### config.mk
export PLATFORM = sky130hd
export DESIGN_NAME = evm_fifo
export DESIGN_NICKNAME = d
export VERILOG_FILES = /design/src/hw/rtl/evm_pkg.sv /design/src/hw/rtl/evm_fifo.sv
export SDC_FILE = /design/constraint.sdc
export NUM_CORES = 1
export LEC_CHECK = 0
export ABC_AREA = 1
export ABC_CLOCK_PERIOD_IN_PS = 1900
export BUFFER_PORTS_ARGS = -buffer_cell sky130_fd_sc_hd__buf_2
export CAP_MARGIN = 20
export CORE_MARGIN = 10
export CORE_UTILIZATION = 57
export CTS_CLUSTER_SIZE = 40
export DETAILED_ROUTE_END_ITERATION = 8
export GPL_TIMING_DRIVEN = 0
export HOLD_SLACK_MARGIN = 0.02
export PLACE_DENSITY = 0.85
export SLEW_MARGIN = 20
export SYNTH_ARGS = -nofsm -noshare
export SYNTH_HDL_FRONTEND = slang
export SYNTH_SLANG_ARGS = --single-unit
### constraint.sdc
create_clock -name clk_i -period 1.9 [get_ports clk_i]
set_input_delay 0.285 -clock clk_i [delete_from_list [all_inputs] [get_ports clk_i]]
set_output_delay 0.285 -clock clk_i [all_outputs]
set_load 0.05 [all_outputs]
### src/hw/rtl/evm_pkg.sv
// Shared types, constants and helper functions for the elliptical vignette mask.
// No dependencies.
package evm_pkg;

  localparam int FRAC_BITS   = 12;
  localparam int QW          = 16;
  localparam int ONE         = 1 << FRAC_BITS;
  localparam int NUM_W       = 30;
  localparam int DEN_W       = 17;
  localparam int ROOT_W      = 16;
  localparam int DIV_LAT     = QW + 1;
  localparam int SQRT_LAT    = ROOT_W + 1;
  localparam int FRONT_LAT   = 1 + DIV_LAT;
  localparam int BACK_LAT    = 9 + DIV_LAT + SQRT_LAT;
  localparam int QUEUE_DEPTH = 4;

  typedef enum logic [2:0] {
    REG_DUAL_MODE,
    REG_IMAGE_SIZE,
    REG_E1_CENTER,
    REG_E1_RADIUS,
    REG_E2_CENTER,
    REG_E2_RADIUS,
    REG_LEVELS
  } cfg_reg_e;

  typedef struct packed {
    logic signed [QW-1:0] ny;
    logic signed [QW-1:0] nx;
  } pos_t;

  typedef struct packed {
    logic empty;
    logic full;
  } q_stat_t;

  function automatic logic [16:0] abs18(input logic signed [17:0] v);
    logic signed [17:0] n;
    n = -v;
    return v[17] ? n[16:0] : v[16:0];
  endfunction

  function automatic logic [NUM_W-1:0] div_num(input logic [16:0] mag,
                                               input logic [DEN_W-1:0] den);
    return (NUM_W'(mag) << FRAC_BITS) + NUM_W'(den >> 1);
  endfunction

  function automatic logic signed [QW-1:0] sat_sub(input logic signed [QW-1:0] a,
                                                   input logic signed [QW-1:0] b);
    logic signed [QW:0] d;
    d = {a[QW-1], a} - {b[QW-1], b};
    if (d > $signed({2'b00, {(QW-1){1'b1}}})) return {1'b0, {(QW-1){1'b1}}};
    if (d < $signed({2'b11, {(QW-1){1'b0}}})) return {1'b1, {(QW-1){1'b0}}};
    return d[QW-1:0];
  endfunction

  function automatic logic rad_ok(input logic [31:0] r);
    return !r[15] && (r[15:0] != '0) && !r[31] && (r[31:16] != '0);
  endfunction

endpackage

### src/hw/rtl/evm_fifo.sv
// Short queue of normalised positions between front and back end.
// Depends on evm_pkg.
module evm_fifo import evm_pkg::*; (
  input  logic    clk_i,
  input  logic    rst_ni,
  input  logic    push_i,
  input  pos_t    data_i,
  input  logic    pop_i,
  output pos_t    data_o,
  output q_stat_t stat_o
);

  localparam int AW = $clog2(QUEUE_DEPTH);
  localparam int CW = $clog2(QUEUE_DEPTH + 1);

  pos_t          buf_q [QUEUE_DEPTH];
  logic [AW-1:0] wr_q, rd_q;
  logic [CW-1:0] cnt_q;

  assign stat_o.empty = (cnt_q == '0);
  assign stat_o.full  = (cnt_q == CW'(QUEUE_DEPTH));
  assign data_o       = buf_q[rd_q];

  always_ff @(posedge clk_i or negedge rst_ni) begin
    if (!rst_ni) begin
      wr_q  <= '0;
      rd_q  <= '0;
      cnt_q <= '0;
    end else begin
      if (push_i) wr_q <= (wr_q == AW'(QUEUE_DEPTH - 1)) ? '0 : wr_q + 1'b1;
      if (pop_i)  rd_q <= (rd_q == AW'(QUEUE_DEPTH - 1)) ? '0 : rd_q + 1'b1;
      if (push_i && !pop_i) cnt_q <= cnt_q + 1'b1;
      else if (pop_i && !push_i) cnt_q <= cnt_q - 1'b1;
    end
  end

  always_ff @(posedge clk_i) begin
    if (push_i) buf_q[wr_q] <= data_i;
  end

endmodule

==> results.yml, run 1 <==
synthesis:
  synth_nets: 469
  ys_top_cells_by_count: "128 x edfxtp_1, 111 x nand2_1, 76 x inv_1"
  postSynth.asyncResetShare_pct: 5.19
  syn_area_per_cell_sq_um: 13.0
  yosys_register_bits: 135
  synth_edf_count: 128
  yosys.area.top_type: "edfxtp_1"
  synth.top_cell.area_share_pct: 69.1
  synth_cell_types: 18
  synth_ff_type: "edfxtp_1"
  yosysMostFrequentCell: "edfxtp_1"
  yosys-top-cells-area: "edfxtp_1 69%, o211ai_1 8.6%, nand2_1 7.5%, inv_1 5.1%, dfrtp_1 3.2%"
  synth_area_sq_mm: 0.00556
  ys_seq_area_share_pct: 72.3
  yosysWarnings: 0
  syn_inst: 426
hold_path:
  holdPathEnd: "wr_q[0]"
  hold_class: "in2reg"
  min-delay-start: "push_i"
  min_path_cells: 2
cells_and_area:
  nFillCells: 506
  drive_above_1_share_pct: 25.5
  fin_nets: 603
  syn_to_final_growth_pct: 36.3
floorplan:
  io_pins: 70
  design.die.area_sq_mm: 0.0141
  start_util_pct: 59.3
  core_area_sq_mm: 0.00937
  die_h_um: 119
  die_w_um: 119
  rows: 35
route:
  wirelength_um: 13700
  wl_per_cell_um: 19.5
  vias_per_cell: 5.38
  drcViolationCount: 0
  drt_iter0_drc: 274
  num_vias: 3779
  firstDrtPassIters: 5
  ant_nets: 0
run:
  maxCapViolations: 0
global_routing:
  grt_pass1_vias: 3946
  track_usage_pct: 18.8
  grt_pass1_wl_um: 20500
  grt-ovfl-total: 0
  grt_start_max_net_pins: 33
  antenna_found_initial: 1
worst_setup_path:
  critPathMaxFanout: 10
  r2r_slack_ns: 0.17
  rr_startpoint: "wr_q[0]"
  reg2reg_depth: 4
  cp.arrival_ns: 1.88
  worst_setup_path_end_kind: "output pin"
  worstPathRequired_ns: 1.62
  critPathKind: "reg2out"
  worst_setup_path_start_kind: "flip-flop"
  r2r-end: "buf_q[2][15]"
power:
  clkPwrFrac_pct: 23.4
  p_leak_nw: 3.17
  seqPwrFrac_pct: 29.8
  ir_drop_mv: 1.30
  powerDensity_mw_per_mm2: 1780
  switching_share_pct: 39.9
  power_frac_comb_pct: 46.8
  p_sw_mw: 5.38
  p_int_mw: 8.10
timing:
  period_minus_slack_ns: 2.16
  fin_crit_sh_pct: 114
  fin_tns_setup_ns: -6.47
  holdWs_ns: 0.0639
  finClkSkew_ns: 0.00874
  tightest_slew_ns: 0.838
  clock.fmax_mhz: 462
  setup_viol: 32
  relSlewSlack_pct: 44.1
  finalHoldViolCount: 0
  final_max_slew_viol_count: 0
  setup_ws_ns: -0.264
  rsz0062_at_grt: "yes"
cts:
  htree_levels: 4
  cts_tree: "built"
  clkTransAtPathRegs_ns: 0.06
  clkLatencyLatePin_ns: 0.52
  cts_sinks: 135
  cts_buffers: 17
  root_buffer: "clkbuf_8"
  clockBufferDepth: 2
placed_design:
  gp_congestion: 0.719
  dpl.hpwl_um: 6970
  port_buffers: 69
  pre_cts_ws_ns: 0.162
status:
  failed_checks: "negative setup slack"
  status: "finished, violations left"
flip-flops by register name, indices dropped and copies added (netlist names):
signal  cells
rd_q        2
cnt_q       3
buf_q     128
wr_q        2
layout make-up:
class	instances	area (sq um)	area share, %
Tap cell	129	161	2.13
Multi-Input combinational cell	193	1080	14.3
Clock buffer	19	422	5.57
Inverter	77	289	3.82
Sequential cell	135	4020	53.1
Timing Repair Buffer	115	1160	15.3
Clock inverter	13	149	1.97
Buffer	21	293	3.87
Antenna cell	1	2.50	0.0330
power by group through the flow:
stage               combinational [mW]  sequential [mW]  clock [mW]
floorplan                         3.55             4.02           0
global route                      6.66             4.06        3.33
global placement                  4.64             4.04           0
finish                            6.30             4.02        3.16
detailed placement                4.75             4.06           0
CTS                               5.96             4.00        3.12
worst max-delay path, cell delays in order (launching register included):
cell      delay [ns]
dfrtp_1         0.35
inv_2           0.07
buf_12          0.13
buf_12          0.15
buf_12          0.14
o211ai_1        0.24
nand2_1         0.11
buf_6           0.17
cell usage in the layout (no fill, tap or decap), types with 6 or more instances in the layout:
| cell | Yosys | routed |
|---|---|---|
| buf_12 | 0 | 8 |
| buf_2 | 4 | 38 |
| inv_1 | 76 | 71 |
| edfxtp_1 | 128 | 128 |
| buf_6 | 15 | 37 |
| clkbuf_16 | 0 | 21 |
| dlygate4sd3_1 | 0 | 34 |
| nand2_2 | 0 | 6 |
| o211ai_1 | 64 | 64 |
| dfrtp_1 | 7 | 7 |
| ha_1 | 6 | 6 |
| nand2_1 | 111 | 103 |
| inv_2 | 1 | 6 |
logic make-up after synthesis:
| family | share of synthesized area [%] |
|---|---|
| compound gates | 9.00 |
| xor+xnor | 0.158 |
| fa+ha+maj | 1.71 |
| buf+inv | 8.82 |
| flops | 72.3 |
| simple gates | 8.01 |
worst max-delay path by stage:
stage | startpoint | to | slack [ns] | depth (start not counted)
2_1_floorplan | cnt_q[0] | stat_o[0] | 0.09 | 1
3_3_place_gp | wr_q[0] | buf_q[2][22] | -0.26 | 4
3_5_place_dp | wr_q[0] | buf_q[2][22] | 0.16 | 4
4_1_cts | rd_q[0] | data_o[25] | -0.22 | 7
5_1_grt | rd_q[0] | data_o[24] | -0.35 | 7
6_report | rd_q[0] | data_o[14] | -0.26 | 7
metal layers:
metal | routed length, um | vias up | track usage [%]
li1 | - | 1756 | -
met4 | 199 | 0 | 8.40
met1 | 5270 | 1829 | 21.1
met5 | 0 | - | 0
met2 | 7270 | 172 | 32.6
met3 | 942 | 22 | 5.33
timing repair:
action	in CTS	in global routing
pin swaps	10	21
hold endpoints to repair	137	0
hold buffers	34	0
setup buffers	3	0
gates resized for setup	88	15
cloned	4	5
setup endpoints to repair	32	32
stage by stage:
| stage | instances | power, mW | utilization [%] | cell area (sq um) |
|---|---|---|---|---|
| CTS | 697 | 13.1 | 78.9 | 7390 |
| finish | 703 | 13.5 | 80.8 | 7570 |
| detailed placement | 624 | 8.80 | 64.7 | 6070 |
| global route | 703 | 14.0 | 80.8 | 7570 |
| global placement | 624 | 8.68 | 64.7 | 6070 |
| floorplan | 426 | 7.57 | - | 5560 |
No activity file was read; power rests on OpenSTA's default activity.
==> run 2, diff against run 1 <==
--- a/config.mk
+++ b/config.mk
@@ -7,9 +7,9 @@
 export LEC_CHECK = 0
 export ABC_AREA = 1
 export ABC_CLOCK_PERIOD_IN_PS = 1900
-export BUFFER_PORTS_ARGS = -buffer_cell sky130_fd_sc_hd__buf_2
+export BUFFER_PORTS_ARGS = -buffer_cell sky130_fd_sc_hd__buf_4
 export CAP_MARGIN = 20
-export CORE_MARGIN = 10
+export CORE_MARGIN = 5
 export CORE_UTILIZATION = 57
 export CTS_CLUSTER_SIZE = 40
 export DETAILED_ROUTE_END_ITERATION = 8
==> run 2 against run 1 <==
Non-clock buffer count down 5; sequential share of layout area about the same; flip-flop and latch count unchanged; first-iteration DRC count up 50%; worst hold slack better by 0.045 ns; total power down 0.39%; fmax down 5.1%; the run still ends with negative setup slack left; clock-buffer cell count down 2; highest routed layer unchanged; final area about the same; utilization down 2.2 points; sequential power up 1%; critical path depth unchanged; critical endpoint is now data_o[24].
==> results.yml, run 2 (synthesis results as in run 1) <==
status:
  status: "finished, violations left"
  failed_checks: "negative setup slack"
hold_path:
  hold_class: "in2async"
floorplan:
  start_util_pct: 57.7
  core_area_sq_mm: 0.00964
  die_w_um: 109
  design.die.area_sq_mm: 0.0118
  io_pins: 70
  die_h_um: 109
  rows: 36
timing:
  rsz0062_at_grt: "yes"
  setup_ws_ns: -0.379
  tightest_slew_ns: 0.809
  final_max_slew_viol_count: 0
  clock.fmax_mhz: 439
  fin_crit_sh_pct: 120
  period_minus_slack_ns: 2.28
  setup_viol: 32
  finalHoldViolCount: 0
  holdWs_ns: 0.108
  relSlewSlack_pct: 46.0
  finClkSkew_ns: 0.0137
route:
  wl_per_cell_um: 21.7
  drt_iter0_drc: 412
  vias_per_cell: 5.72
  drcViolationCount: 0
  firstDrtPassIters: 5
  num_vias: 4014
  ant_nets: 0
  wirelength_um: 15300
cts:
  cts_sinks: 135
  clkLatencyLatePin_ns: 0.54
  root_buffer: "clkbuf_8"
  htree_levels: 4
  clockBufferDepth: 2
  clkTransAtPathRegs_ns: 0.06
  cts_tree: "built"
  cts_buffers: 17
placed_design:
  gp_congestion: 0.752
  port_buffers: 69
  dpl.hpwl_um: 6890
  pre_cts_ws_ns: 0.203
power:
  ir_drop_mv: 1.30
  p_leak_nw: 3.15
  powerDensity_mw_per_mm2: 1770
cells_and_area:
  final_common_cell: "edfxtp_1"
  nFillCells: 475
  largestRegisters: "buf_q: 128 flops, cnt_q: 3 flops"
  fin_nets: 598
  multi_input_comb_area_sq_mm: 0.00113
  top_register: "buf_q"
  final_cell_mix: "128 x edfxtp_1, 88 x nand2_1, 71 x inv_1"
  syn_to_final_growth_pct: 36.3
  final_util_pct: 78.6
  largest_reg_flops: 128
  seq_area_sq_mm: 0.00402
  drive_above_1_share_pct: 27.8
run:
  maxCapViolations: 0
worst_setup_path:
  worst_setup_path_end_kind: "output pin"
  critPathMaxFanout: 5
  cp.arrival_ns: 1.99
  worstPathRequired_ns: 1.62
  worst_setup_path_start_kind: "flip-flop"
  critPathKind: "reg2out"
global_routing:
  grt_pass1_wl_um: 20800
  antenna_found_initial: 1
  track_usage_pct: 24.4
  grt_pass1_vias: 4067
  grt_start_max_net_pins: 33
  grt-ovfl-total: 0
==> run 2: where the power goes <==
group	internal [mW]	switching [mW]
Clock	1.66	1.43
Combinational	2.23	4.03
Sequential	3.84	0.237
==> run 2: through the flow <==
stage | power (mW) | cell area [sq um] | setup TNS, ns | instances
final | 13.4 | 7580 | -7.34 | 702
after floorplan | 7.57 | 5560 | 0 | 426
after detailed placement | 9.11 | 6240 | 0 | 628
after global routing | 13.8 | 7580 | -8.73 | 702
after CTS | 12.7 | 7340 | -4.02 | 696
after global placement | 8.98 | 6240 | -26.09 | 628
==> run 2: critical path, cell delays in order, from the launching register on <==
cell and delay, ns:
dfrtp_1 0.43, inv_4 0.15, buf_12 0.16, buf_8 0.13, nand2_1 0.09, o211ai_1 0.14
nand2_1 0.17, buf_6 0.18
==> run 2: layout make-up <==
| class | instances | share of cell area, % |
|---|---|---|
| antenna | 1 | 0.0330 |
| buffer | 20 | 3.62 |
| clock buffer | 17 | 5.46 |
| clock inverter | 15 | 1.75 |
| inverter | 77 | 3.88 |
| multi-input combinational | 193 | 14.9 |
| sequential | 135 | 53.0 |
| tap | 133 | 2.20 |
| timing repair buffer | 111 | 15.2 |
==> run 2: what timing repair did <==
item | 4_1_cts | 5_1_grt
cloned | 1 | 5
endpoints found under the hold margin | 137 | 0
gates resized for setup | 50 | 34
setup buffers | 1 | 0
endpoints found under the setup margin | 32 | 32
hold buffers | 35 | 0
pin swaps | 3 | 18
==> run 2: final timing paths <==
kind,startpoint,depth (start not counted),slack [ns],end
setup / recovery,rd_q[0],7,-0.38,data_o[24]
hold / removal,rst_ni,2,0.11,cnt_q[1]
setup reg to reg,wr_q[0],4,0.22,buf_q[0][12]
hold reg to reg,cnt_q[2],2,0.53,cnt_q[2]
max in group asynchronous,rst_ni,2,1.64,rd_q[1]
min in group clk_i,data_i[7],2,0.49,buf_q[1][7]
==> run 2: routing by layer <==
layer  wire [um]  track usage, %  vias to the layer above
met1        5390            27.9                     1936
met5           0               0                        -
met3        1350            5.62                       50
met2        7950            42.6                      291
met4         558            12.8                        0
li1            -               -                     1737
==> run 3, diff against run 2 <==
--- a/config.mk
+++ b/config.mk
@@ -16,6 +16,7 @@
 export GPL_TIMING_DRIVEN = 0
 export HOLD_SLACK_MARGIN = 0.02
 export PLACE_DENSITY = 0.85
+export RECOVER_POWER = 25
 export SLEW_MARGIN = 20
 export SYNTH_ARGS = -nofsm -noshare
 export SYNTH_HDL_FRONTEND = slang
==> run 3 against run 2 <==
The run still ends with negative setup slack left; sequential power is essentially flat; final area fell by 0.89%; total power shrank 0.18%; worst hold slack gained 0.13 ns; setup slack improved by 0.012 ns; cell count unchanged; critical path type unchanged; critical endpoint is now data_o[12]; largest cell class unchanged; highest routed layer unchanged.
==> results.yml, run 3 (synthesis results as in run 1) <==
status:
  status: "finished, violations left"
  failed_checks: "negative setup slack"
cells_and_area:
  final_common_cell: "edfxtp_1"
  largestRegisters: "buf_q: 128 flops, cnt_q: 3 flops"
  largest_reg_flops: 128
  final_util_pct: 77.9
  drive_above_1_share_pct: 24.6
  syn_to_final_growth_pct: 35.1
  final_cell_count_no_fill: 702
  final_cell_mix: "128 x edfxtp_1, 88 x nand2_1, 71 x inv_1"
  top_register: "buf_q"
  nFillCells: 488
  fin_nets: 598
  design_area_sq_mm: 0.00751
power:
  p_int_mw: 7.71
  p_leak_nw: 3.09
  p_sw_mw: 5.69
  power_frac_comb_pct: 46.6
  clkPwrFrac_pct: 23.0
  total_power_mw: 13.4
  switching_share_pct: 42.4
  powerDensity_mw_per_mm2: 1780
  seqPwrFrac_pct: 30.4
  ir_drop_mv: 1.30
timing:
  tightest_slew_ns: 0.806
  setup_ws_ns: -0.367
  holdWs_ns: 0.240
  fin_tns_setup_ns: -7.18
  rsz0062_at_grt: "yes"
  period_minus_slack_ns: 2.27
  fin_crit_sh_pct: 119
  finalHoldViolCount: 0
  clock.fmax_mhz: 441
  finClkSkew_ns: 0.0104
  final_max_slew_viol_count: 0
  relSlewSlack_pct: 46.2
  setup_viol: 32
floorplan:
  start_util_pct: 57.7
  die_w_um: 109
  io_pins: 70
  core_area_sq_mm: 0.00964
  rows: 36
  die_h_um: 109
  design.die.area_sq_mm: 0.0118
route:
  drt_iter0_drc: 403
  wl_per_cell_um: 21.7
  firstDrtPassIters: 6
  ant_nets: 0
  drcViolationCount: 0
  num_vias: 4012
  vias_per_cell: 5.72
  wirelength_um: 15300
worst_setup_path:
  crit_cells: 6
  reg2reg_depth: 4
  crit_buf_inv: 4
  critPathKind: "reg2out"
  critPathMaxFanout: 10
  crit_chain: "inv_4, buf_6, buf_6, o211ai_1, nand2_1, buf_6"
  worstPathRequired_ns: 1.62
  worst_setup_path_start_kind: "flip-flop"
  cpLargestDelayFamily: "buffers and inverters"
  worst_setup_path_end_kind: "output pin"
  slowest_stage: "dfrtp_1"
  crit_top_cell: "buf_6"
  cp.arrival_ns: 1.98
  max_stage_delay_ns: 0.42
global_routing:
  grt_pass1_vias: 4067
  antenna_found_initial: 1
  grt-ovfl-total: 0
  grt_pass1_wl_um: 20800
  grt_start_max_net_pins: 33
  track_usage_pct: 24.4
hold_path:
  hold_class: "in2async"
placed_design:
  dpl.hpwl_um: 6890
  pre_cts_ws_ns: 0.203
  port_buffers: 69
  placed_cell_area_sq_mm: 0.00624
  gp_congestion: 0.752
  dp.cells: 628
cts:
  cts_tree: "built"
  clkLatencyLatePin_ns: 0.54
  clockBufferDepth: 2
  cts_buffers: 17
  cts_sinks: 135
  root_buffer: "clkbuf_8"
  htree_levels: 4
  clkTransAtPathRegs_ns: 0.06
run:
  maxCapViolations: 0
[run 3: cell types whose count changed in the layout (fill, tap and decap cells not counted), sizes merged]
cell    before  now
buf         91   73
clkbuf      22   40
[run 3: worst paths after layout]
path	from	end	slack (ns)
min in group clk_i	data_i[28]	buf_q[2][28]	0.50
min	rst_ni	cnt_q[1]	0.24
min reg2reg	cnt_q[2]	cnt_q[2]	0.54
max in group asynchronous	rst_ni	rd_q[1]	1.28
max reg2reg	wr_q[0]	buf_q[2][22]	0.21
max	rd_q[0]	data_o[12]	-0.37
[run 3: what timing repair did]
action,CTS,global route
hold buffers,35,0
setup buffers,1,0
endpoints found under the hold margin,137,0
pin swaps,3,18
cloned,1,5
gates resized for setup,50,34
endpoints found under the setup margin,32,32
[run 3: area by class of cell]
cell class / count / area (sq um) / area share [%]
inverters: 77 / 294 / 3.91
well taps: 133 / 166 / 2.22
flip-flops and latches: 135 / 4020 / 53.5
repair buffers: 111 / 1080 / 14.4
multi-input cells: 193 / 1130 / 15.0
clock buffers: 17 / 414 / 5.51
clock inverters: 15 / 133 / 1.77
plain buffers: 20 / 274 / 3.65
diodes: 1 / 2.50 / 0.0333
[run 3: per-layer routing]
layer  track usage [%]  part of all wire, %  vias to the layer above
li1                  -                    -                     1733
met1              27.9                   36                     1929
met2              42.6                   52                      295
met3              5.62                  8.2                       55
met4              12.8                  3.8                        0
met5                 0                    0                        -
[run 3: power by group through the flow]
stage | Combinational, mW | Sequential (mW) | Clock (mW)
6_report | 6.24 | 4.08 | 3.08
2_1_floorplan | 3.55 | 4.02 | 0
5_1_grt | 6.48 | 4.11 | 3.21
4_1_cts | 5.67 | 4.04 | 3.00
3_5_place_dp | 5.05 | 4.06 | 0
3_3_place_gp | 4.94 | 4.04 | 0
[run 3: worst reg2reg max path, delay by kind of cell, from the launching register on]
kind	cells	cell delay, ns
fa+ha+maj	1	0.15
buf+inv	2	0.69
flops	1	0.41
simple gates	1	0.06
